`src/rtl/core/cbm_pkg.sv`:
```
// ----------------------------------------------------------------------------
// cbm_pkg
// Shared types and constants of the cartridge bank mapper: access kinds,
// target codes, variant codes, configuration register indexes and field widths.
// ----------------------------------------------------------------------------
package cbm_pkg;

    // Field widths
    localparam int MODE_W      = 2;
    localparam int BUS_ADDR_W  = 16;
    localparam int WDATA_W     = 8;
    localparam int TARGET_W    = 2;
    localparam int MEM_ADDR_W  = 19;
    localparam int VARIANT_W   = 2;
    localparam int SIZE_LOG2_W = 5;
    localparam int CFG_INDEX_W = 2;
    localparam int CFG_DATA_W  = 5;

    // Bank register file
    localparam int BANK_REGS   = 8;
    localparam int BANK_IDX_W  = $clog2(BANK_REGS);
    localparam int BANK_W      = 6;
    localparam int SELECT_W    = 3;

    // Stream word widths (whole bytes)
    localparam int S_TDATA_W   = 24;
    localparam int S_TUSER_W   = 8;
    localparam int M_TDATA_W   = 24;
    localparam int M_TUSER_W   = 8;

    // Size limits of the roms
    localparam logic [SIZE_LOG2_W-1:0] PRG_LOG2_MIN   = 5'd14;
    localparam logic [SIZE_LOG2_W-1:0] PRG_LOG2_MAX   = 5'd19;
    localparam logic [SIZE_LOG2_W-1:0] PRG_LOG2_RESET = 5'd17;
    localparam logic [SIZE_LOG2_W-1:0] CHR_LOG2_MIN   = 5'd13;
    localparam logic [SIZE_LOG2_W-1:0] CHR_LOG2_MAX   = 5'd17;
    localparam logic [SIZE_LOG2_W-1:0] CHR_LOG2_RESET = 5'd17;

    typedef enum logic [MODE_W-1:0] {
        MODE_WRITE = 2'd0,
        MODE_PRG   = 2'd1,
        MODE_CHR   = 2'd2,
        MODE_NT    = 2'd3
    } mode_t;

    typedef enum logic [TARGET_W-1:0] {
        TGT_PRG = 2'd0,
        TGT_CHR = 2'd1,
        TGT_NT  = 2'd2
    } target_t;

    typedef enum logic [VARIANT_W-1:0] {
        VAR_BASE = 2'd0,
        VAR_A    = 2'd1,
        VAR_B    = 2'd2,
        VAR_C    = 2'd3
    } variant_t;

    typedef enum logic [CFG_INDEX_W-1:0] {
        CFG_VARIANT  = 2'd0,
        CFG_PRG_SIZE = 2'd1,
        CFG_CHR_SIZE = 2'd2,
        CFG_UNUSED   = 2'd3
    } cfg_index_t;

    // Saturate a size exponent into its legal range
    function automatic logic [SIZE_LOG2_W-1:0] clamp_log2(
        input logic [SIZE_LOG2_W-1:0] v,
        input logic [SIZE_LOG2_W-1:0] lo,
        input logic [SIZE_LOG2_W-1:0] hi
    );
        logic [SIZE_LOG2_W-1:0] r;
        if (v < lo) begin
            r = lo;
        end else if (v > hi) begin
            r = hi;
        end else begin
            r = v;
        end
        return r;
    endfunction

endpackage

```
`src/rtl/core/cartridge_bank_mapper.sv`:
```
// ----------------------------------------------------------------------------
// cartridge_bank_mapper
// Translates cpu/ppu bus accesses into program rom, character rom and
// nametable ram byte addresses through a bank register file.
// ----------------------------------------------------------------------------
// One bus access is taken every cycle while the result side keeps m_tready
// high; a stalled result word holds the input register and so the input.
// The input register holds the access while the bank lookup and window
// arithmetic run, and the result register takes the translated address
// once it can take a word. Register writes and nametable accesses in the
// base and A variants give no output word. Bank state changes when a write
// leaves the input register, so each access sees every earlier write.
// Configuration is to be written through the cfg port only while the block
// is idle; the block itself does not enforce this. The cfg port is always ready.
module cartridge_bank_mapper (
    input  logic                               aclk,
    input  logic                               aresetn,
    // configuration write channel
    input  logic                               cfg_valid,
    output logic                               cfg_ready,
    input  logic [cbm_pkg::CFG_INDEX_W-1:0]    cfg_index,
    input  logic [cbm_pkg::CFG_DATA_W-1:0]     cfg_data,
    // access stream
    input  logic                               s_tvalid,
    output logic                               s_tready,
    input  logic [cbm_pkg::S_TDATA_W-1:0]      s_tdata,  // [15:0] bus_addr, [23:16] wdata
    input  logic [cbm_pkg::S_TUSER_W-1:0]      s_tuser,  // [1:0] mode, rest zero
    // translated address stream
    output logic                               m_tvalid,
    input  logic                               m_tready,
    output logic [cbm_pkg::M_TDATA_W-1:0]      m_tdata,  // [18:0] mem_addr, rest zero
    output logic [cbm_pkg::M_TUSER_W-1:0]      m_tuser   // [1:0] target, rest zero
);

    localparam int PRG_SPAN_W = cbm_pkg::MEM_ADDR_W + 1;
    localparam int CHR_ADDR_W = 17;
    localparam int CHR_SPAN_W = CHR_ADDR_W + 1;

    // Configuration registers
    logic [cbm_pkg::VARIANT_W-1:0]   variant_reg;
    logic [cbm_pkg::SIZE_LOG2_W-1:0] prg_log2_reg;
    logic [cbm_pkg::SIZE_LOG2_W-1:0] chr_log2_reg;

    // Mapper state
    logic [cbm_pkg::SELECT_W-1:0]    select_reg;
    logic [cbm_pkg::BANK_W-1:0]      bank_reg [cbm_pkg::BANK_REGS];
    logic                            page_reg;

    // Input register
    logic                              in_valid_reg;
    logic [cbm_pkg::MODE_W-1:0]        in_mode_reg;
    logic [cbm_pkg::BUS_ADDR_W-1:0]    in_addr_reg;
    logic [cbm_pkg::WDATA_W-1:0]       in_wdata_reg;

    // Result register
    logic                              out_valid_reg;
    logic [cbm_pkg::TARGET_W-1:0]      out_target_reg;
    logic [cbm_pkg::MEM_ADDR_W-1:0]    out_addr_reg;

    // Translation signals
    logic                              out_load;
    logic                              advance;
    logic                              res_valid_next;
    logic [cbm_pkg::TARGET_W-1:0]      res_target_next;
    logic [cbm_pkg::MEM_ADDR_W-1:0]    res_addr_next;
    logic [cbm_pkg::BANK_IDX_W-1:0]    bank_idx;
    logic [cbm_pkg::BANK_W-1:0]        bank_sel;
    logic [cbm_pkg::SIZE_LOG2_W-1:0]   prg_log2;
    logic [cbm_pkg::SIZE_LOG2_W-1:0]   chr_log2;
    logic [PRG_SPAN_W-1:0]             prg_span;
    logic [PRG_SPAN_W-1:0]             prg_off;
    logic [CHR_SPAN_W-1:0]             chr_span;
    logic [CHR_ADDR_W-1:0]             chr_raw;
    logic                              is_write_range;
    logic                              page_bit;

    // Handshake: the input register moves on whenever the result register
    // can take a word
    assign out_load  = !out_valid_reg || m_tready;
    assign advance   = in_valid_reg && out_load;
    assign s_tready  = !in_valid_reg || out_load;
    assign cfg_ready = 1'b1;

    // Configuration writes
    always_ff @(posedge aclk) begin
        if (!aresetn) begin
            variant_reg  <= cbm_pkg::VAR_BASE;
            prg_log2_reg <= cbm_pkg::PRG_LOG2_RESET;
            chr_log2_reg <= cbm_pkg::CHR_LOG2_RESET;
        end else if (cfg_valid) begin
            case (cfg_index)
                cbm_pkg::CFG_VARIANT:  variant_reg  <= cfg_data[cbm_pkg::VARIANT_W-1:0];
                cbm_pkg::CFG_PRG_SIZE: prg_log2_reg <= cfg_data;
                cbm_pkg::CFG_CHR_SIZE: chr_log2_reg <= cfg_data;
                default: ;
            endcase
        end
    end

    // Input register
    always_ff @(posedge aclk) begin
        if (!aresetn) begin
            in_valid_reg <= 1'b0;
        end else if (s_tready) begin
            in_valid_reg <= s_tvalid;
        end
    end

    always_ff @(posedge aclk) begin
        if (s_tready && s_tvalid) begin
            in_mode_reg  <= s_tuser[cbm_pkg::MODE_W-1:0];
            in_addr_reg  <= s_tdata[cbm_pkg::BUS_ADDR_W-1:0];
            in_wdata_reg <= s_tdata[cbm_pkg::BUS_ADDR_W +: cbm_pkg::WDATA_W];
        end
    end

    // Bank register index for the access in the input register
    always_comb begin
        case (in_mode_reg)
            cbm_pkg::MODE_PRG: begin
                bank_idx = in_addr_reg[13] ? 3'd7 : 3'd6;
            end
            cbm_pkg::MODE_CHR: begin
                if (variant_reg == cbm_pkg::VAR_A) begin
                    bank_idx = {1'b0, in_addr_reg[12:11]} + 3'd2;
                end else if (!in_addr_reg[12]) begin
                    bank_idx = {2'b00, in_addr_reg[11]};
                end else begin
                    bank_idx = in_addr_reg[12:10] - 3'd2;
                end
            end
            default: begin
                bank_idx = {2'b00, in_addr_reg[11]};
            end
        endcase
    end

    assign bank_sel = bank_reg[bank_idx];

    // Saturated sizes
    assign prg_log2 = cbm_pkg::clamp_log2(prg_log2_reg, cbm_pkg::PRG_LOG2_MIN,
                                          cbm_pkg::PRG_LOG2_MAX);
    assign chr_log2 = cbm_pkg::clamp_log2(chr_log2_reg, cbm_pkg::CHR_LOG2_MIN,
                                          cbm_pkg::CHR_LOG2_MAX);
    assign prg_span = PRG_SPAN_W'(1) << prg_log2;
    assign chr_span = CHR_SPAN_W'(1) << chr_log2;

    // Program window offset
    always_comb begin
        case (in_addr_reg[15:13])
            3'b100:  prg_off = {1'b0, bank_sel, 13'd0};
            3'b101:  prg_off = {1'b0, bank_sel, 13'd0};
            3'b110:  prg_off = prg_span - PRG_SPAN_W'(16'h4000);
            3'b111:  prg_off = prg_span - PRG_SPAN_W'(16'h2000);
            default: prg_off = '0;
        endcase
    end

    // Character address before size masking
    always_comb begin
        if (variant_reg == cbm_pkg::VAR_A) begin
            chr_raw = {bank_sel, in_addr_reg[10:0]};
        end else if (!in_addr_reg[12]) begin
            chr_raw = {1'b0, bank_sel[5:1], in_addr_reg[10:0]};
        end else begin
            chr_raw = {1'b1, bank_sel, in_addr_reg[9:0]};
        end
    end

    // Nametable page: bank bit 5 in variant B, latched page in variant C
    assign page_bit = (variant_reg == cbm_pkg::VAR_C) ? page_reg : bank_sel[5];

    // Result of the access
    always_comb begin
        res_valid_next  = 1'b0;
        res_target_next = cbm_pkg::TGT_PRG;
        res_addr_next   = '0;
        case (in_mode_reg)
            cbm_pkg::MODE_PRG: begin
                res_valid_next  = 1'b1;
                res_target_next = cbm_pkg::TGT_PRG;
                res_addr_next   = cbm_pkg::MEM_ADDR_W'(
                    ({7'd0, in_addr_reg[12:0]} | prg_off) & (prg_span - PRG_SPAN_W'(1)));
            end
            cbm_pkg::MODE_CHR: begin
                res_valid_next  = 1'b1;
                res_target_next = cbm_pkg::TGT_CHR;
                res_addr_next   = cbm_pkg::MEM_ADDR_W'(
                    {1'b0, chr_raw} & (chr_span - CHR_SPAN_W'(1)));
            end
            cbm_pkg::MODE_NT: begin
                res_valid_next  = (variant_reg == cbm_pkg::VAR_B) ||
                                  (variant_reg == cbm_pkg::VAR_C);
                res_target_next = cbm_pkg::TGT_NT;
                res_addr_next   = {8'd0, page_bit, in_addr_reg[9:0]};
            end
            default: ;
        endcase
    end

    // Mapper state update as a write leaves the input register
    assign is_write_range = advance && (in_mode_reg == cbm_pkg::MODE_WRITE) &&
                            in_addr_reg[15];

    always_ff @(posedge aclk) begin
        if (!aresetn) begin
            select_reg <= '0;
            page_reg   <= 1'b0;
            for (int i = 0; i < cbm_pkg::BANK_REGS; i++) begin
                bank_reg[i] <= '0;
            end
        end else if (is_write_range) begin
            if (in_addr_reg[14:13] == 2'b00) begin
                if (in_addr_reg[0]) begin
                    bank_reg[select_reg] <= in_wdata_reg[cbm_pkg::BANK_W-1:0];
                end else begin
                    select_reg <= in_wdata_reg[cbm_pkg::SELECT_W-1:0];
                end
            end
            if (variant_reg == cbm_pkg::VAR_C) begin
                page_reg <= in_wdata_reg[6];
            end
        end
    end

    // Result register
    always_ff @(posedge aclk) begin
        if (!aresetn) begin
            out_valid_reg <= 1'b0;
        end else if (out_load) begin
            out_valid_reg <= advance && res_valid_next;
        end
    end

    always_ff @(posedge aclk) begin
        if (out_load && advance && res_valid_next) begin
            out_target_reg <= res_target_next;
            out_addr_reg   <= res_addr_next;
        end
    end

    assign m_tvalid = out_valid_reg;
    assign m_tdata  = {5'd0, out_addr_reg};
    assign m_tuser  = {6'd0, out_target_reg};

endmodule

```
`config.mk`:
```
export PLATFORM = sky130hd
export DESIGN_NAME = cartridge_bank_mapper
export DESIGN_NICKNAME = d
export VERILOG_FILES = /design/src/rtl/core/cbm_pkg.sv /design/src/rtl/core/cartridge_bank_mapper.sv
export SDC_FILE = /design/constraint.sdc
export NUM_CORES = 1
export LEC_CHECK = 0
export BUFFER_PORTS_ARGS = -buffer_cell sky130_fd_sc_hd__buf_2
export CAP_MARGIN = 10
export CORE_ASPECT_RATIO = 1.25
export CORE_UTILIZATION = 30
export CTS_BUF_LIST = sky130_fd_sc_hd__clkbuf_8 sky130_fd_sc_hd__clkbuf_16
export DETAILED_ROUTE_END_ITERATION = 16
export PLACE_DENSITY = 0.53
export SETUP_SLACK_MARGIN = 0.05
export SLEW_MARGIN = 20
export SYNTH_ARGS = -nofsm -noshare
export SYNTH_HDL_FRONTEND = slang
export SYNTH_SLANG_ARGS = --single-unit
```
`constraint.sdc`:
```
create_clock -name aclk -period 3.25 [get_ports aclk]
set_input_delay 0.65 -clock aclk [delete_from_list [all_inputs] [get_ports aclk]]
set_output_delay 0.65 -clock aclk [all_outputs]
set_load 0.05 [all_outputs]
```
==> results.json <==
{
  "synth-edff-count": 94,
  "clk_pin_slew_ns": 0.07,
  "worstHoldPathCells": 1,
  "maxCapViolations": 0,
  "combPwrFrac": 0.108,
  "layout_min_cycle_time_ns": 3.03,
  "final_cell_mix": "94 x edfxtp_1, 61 x and2_1, 59 x buf_2",
  "required_ns": 3.35,
  "largest_reg_flops": 48,
  "nNetsFinal": 576,
  "path_max_fanout": 15,
  "rsz0062_at_grt": "no",
  "insertion_delay_ns": 0.35,
  "pre_cts_slack_ns": 0.180,
  "ys_seq_area_frac": 0.590,
  "fillers": 1735,
  "cts_hold_buf": 0,
  "cts_tree": "yes",
  "p_seq_frac": 0.538,
  "drv_slew": 0,
  "antenna_found_initial": 0,
  "multiInputGateArea_um2": 2090,
  "p_leak_nw": 2.41,
  "pwr-share-clk": 0.353,
  "maxSlewHeadroom": 0.646,
  "sw_frac_of_total": 0.245,
  "cts.sinks": 112,
  "grt_pass1_vias": 3683,
  "reg2regPathDepth": 9,
  "ant_nets": 0,
  "drc": 0,
  "dieArea_um2": 18500,
  "cts_made_buffers": 9,
  "synth.avg_cell_area_um2": 12.1,
  "io_buffers": 59,
  "synth_async_sr_flop_share": 0,
  "diodes": 0,
  "start_util": 0.308,
  "firstDrtPassIters": 5,
  "period_share": 0.933,
  "drt_iter0_markers": 208,
  "setup_viol": 0,
  "syn_area_um2": 5400,
  "track_usage": 0.143,
  "fin_tns_setup_ns": 0,
  "pwr_density_cell_nw_per_um2": 487,
  "area_growth_pct": 16.6,
  "cts_buffer_depth": 2,
  "arrival_ns": 3.13,
  "criticalPathCategory": "reg2reg",
  "dp_hpwl_mm": 9.22,
  "grt_max_degree": 27,
  "syn_inst": 445,
  "cp-end-kind": "flip-flop",
  "setup_ws_ns": 0.219,
  "clockRootBuffer": "clkbuf_16",
  "overflow": 0,
  "rows": 54,
  "final_common_cell": "edfxtp_1",
  "status": "completed",
  "dr_total_vias": 3641,
  "clock.fmax_mhz": 330,
  "synth_cell_types": 62,
  "cts_max_level": 3,
  "worst_pin_slew_ns": 0.526,
  "grt_pass1_wl_mm": 19.7,
  "viasPerCell": 4.85,
  "ioPinCount": 79,
  "chipWidth_um": 122,
  "gp_congestion": 0.849,
  "core_um2": 17500,
  "clock_skew_ns": 0.00766,
  "seqCellArea_um2": 3180,
  "wl_per_cell_um": 16.6,
  "ys.flop_type": "edfxtp_1",
  "hold_viol_final": 0,
  "synth_seq_cells": 112,
  "die_h_um": 152,
  "hp-class": "in2reg",
  "drive_gt1_frac": 0.194,
  "p_switching_w": 0.000751,
  "wl_mm": 12.4,
  "intPower_w": 0.00232,
  "startpoint_type": "flip-flop",
  "peakVddDrop_mv": 0.284,
  "ys_warn_count": 0
}
cell usage after synthesis, types with 4 or more instances:
library cell  instances  share of area
edfxtp_1             94           0.52
and2_1               61          0.071
nand2_1              26          0.018
nor2_1               19          0.013
dfxtp_1              18          0.067
mux2i_1              18          0.033
o21ai_0              18          0.017
nor2b_1              17          0.020
and3_1               13          0.015
a211oi_1             12          0.017
buf_4                12          0.017
ha_1                 11          0.025
nand2b_1             10          0.012
a21oi_1               9         0.0083
inv_1                 8         0.0056
nor3_1                7         0.0065
o221ai_1              7          0.011
clkbuf_1              6         0.0042
o22ai_1               6         0.0070
a31oi_1               5         0.0058
nand3_1               5         0.0046
a21o_1                4         0.0056
buf_2                 4         0.0037
routing by layer:
| metal | part of all wire | GRT usage | up-vias | wire length, um |
|---|---|---|---|---|
| met2 | 0.52 | 0.249 | 84 | 6510 |
| met5 | 0 | 0 | - | 0 |
| met3 | 0.034 | 0.0293 | 23 | 419 |
| met1 | 0.41 | 0.163 | 1758 | 5130 |
| li1 | - | - | 1776 | - |
| met4 | 0.030 | 0.0723 | 0 | 371 |
worst max-delay path, cell delays in order, from the launching register on:
cell,delay [ns]
edfxtp_1,0.39
inv_1,0.09
ha_1,0.30
buf_4,0.20
a31oi_4,0.37
nand2_2,0.24
a211oi_1,0.46
o22ai_1,0.21
mux2_4,0.29
a31o_1,0.22
cells by family (layout without fill, tap and decap cells):
| group | count (synthesis) | count (layout) | share of synthesized area |
|---|---|---|---|
| adder cells (fa/ha/maj) | 11 | 11 | 0.0255 |
| AND/OR/NAND/NOR | 174 | 174 | 0.182 |
| multiplexers | 19 | 19 | 0.0362 |
| XOR/XNOR | 2 | 2 | 0.00325 |
| buffers and inverters | 34 | 99 | 0.0359 |
| other | 2 | 18 | 0.00139 |
| AO/OA/AOI/OAI | 91 | 91 | 0.126 |
| flip-flops | 112 | 112 | 0.590 |
worst paths after layout:
kind	startpoint	endpoint	slack, ns
min	s_tdata[19]	in_wdata_reg[3]$_DFFE_PP_	0.47
min reg2reg	page_reg$_SDFFE_PN0P_	page_reg$_SDFFE_PN0P_	0.50
max	in_mode_reg[0]$_DFFE_PP_	out_addr_reg[14]$_DFFE_PP_	0.22
max reg2reg	in_mode_reg[0]$_DFFE_PP_	out_addr_reg[14]$_DFFE_PP_	0.22
repair_timing:
item,4_1_cts,5_1_grt
setup endpoints to repair,0,4
setup buffers,0,0
hold endpoints to repair,0,0
resized for setup,0,2
area by class of cell:
type,count,area share
clock buffers,9,0.0358
clock inverters,7,0.0103
inverters,8,0.00477
multi-input cells,315,0.333
flip-flops and latches,112,0.506
well taps,224,0.0445
repair buffers,75,0.0660
power groups by stage:
stage                     Sequential, W  Combinational (W)  Clock [W]
after global placement          0.00168           0.000325          0
after detailed placement        0.00168           0.000331          0
after global routing            0.00166           0.000365    0.00117
final                           0.00165           0.000333    0.00108
after floorplan                 0.00169           0.000223          0
after CTS                       0.00165           0.000333    0.00111
per-stage QoR:
step	utilization	hold slack [ns]	power [W]	cells	instance area (um^2)
4_1_cts	0.359	0.453	0.00310	750	6280
3_5_place_dp	0.343	0.492	0.00202	734	5990
3_3_place_gp	0.343	0.464	0.00201	734	5990
6_report	0.360	0.468	0.00307	750	6290
5_1_grt	0.360	0.443	0.00320	750	6290
2_1_floorplan	-	0.454	0.00191	461	5460
(Power assumes the default switching activity.)
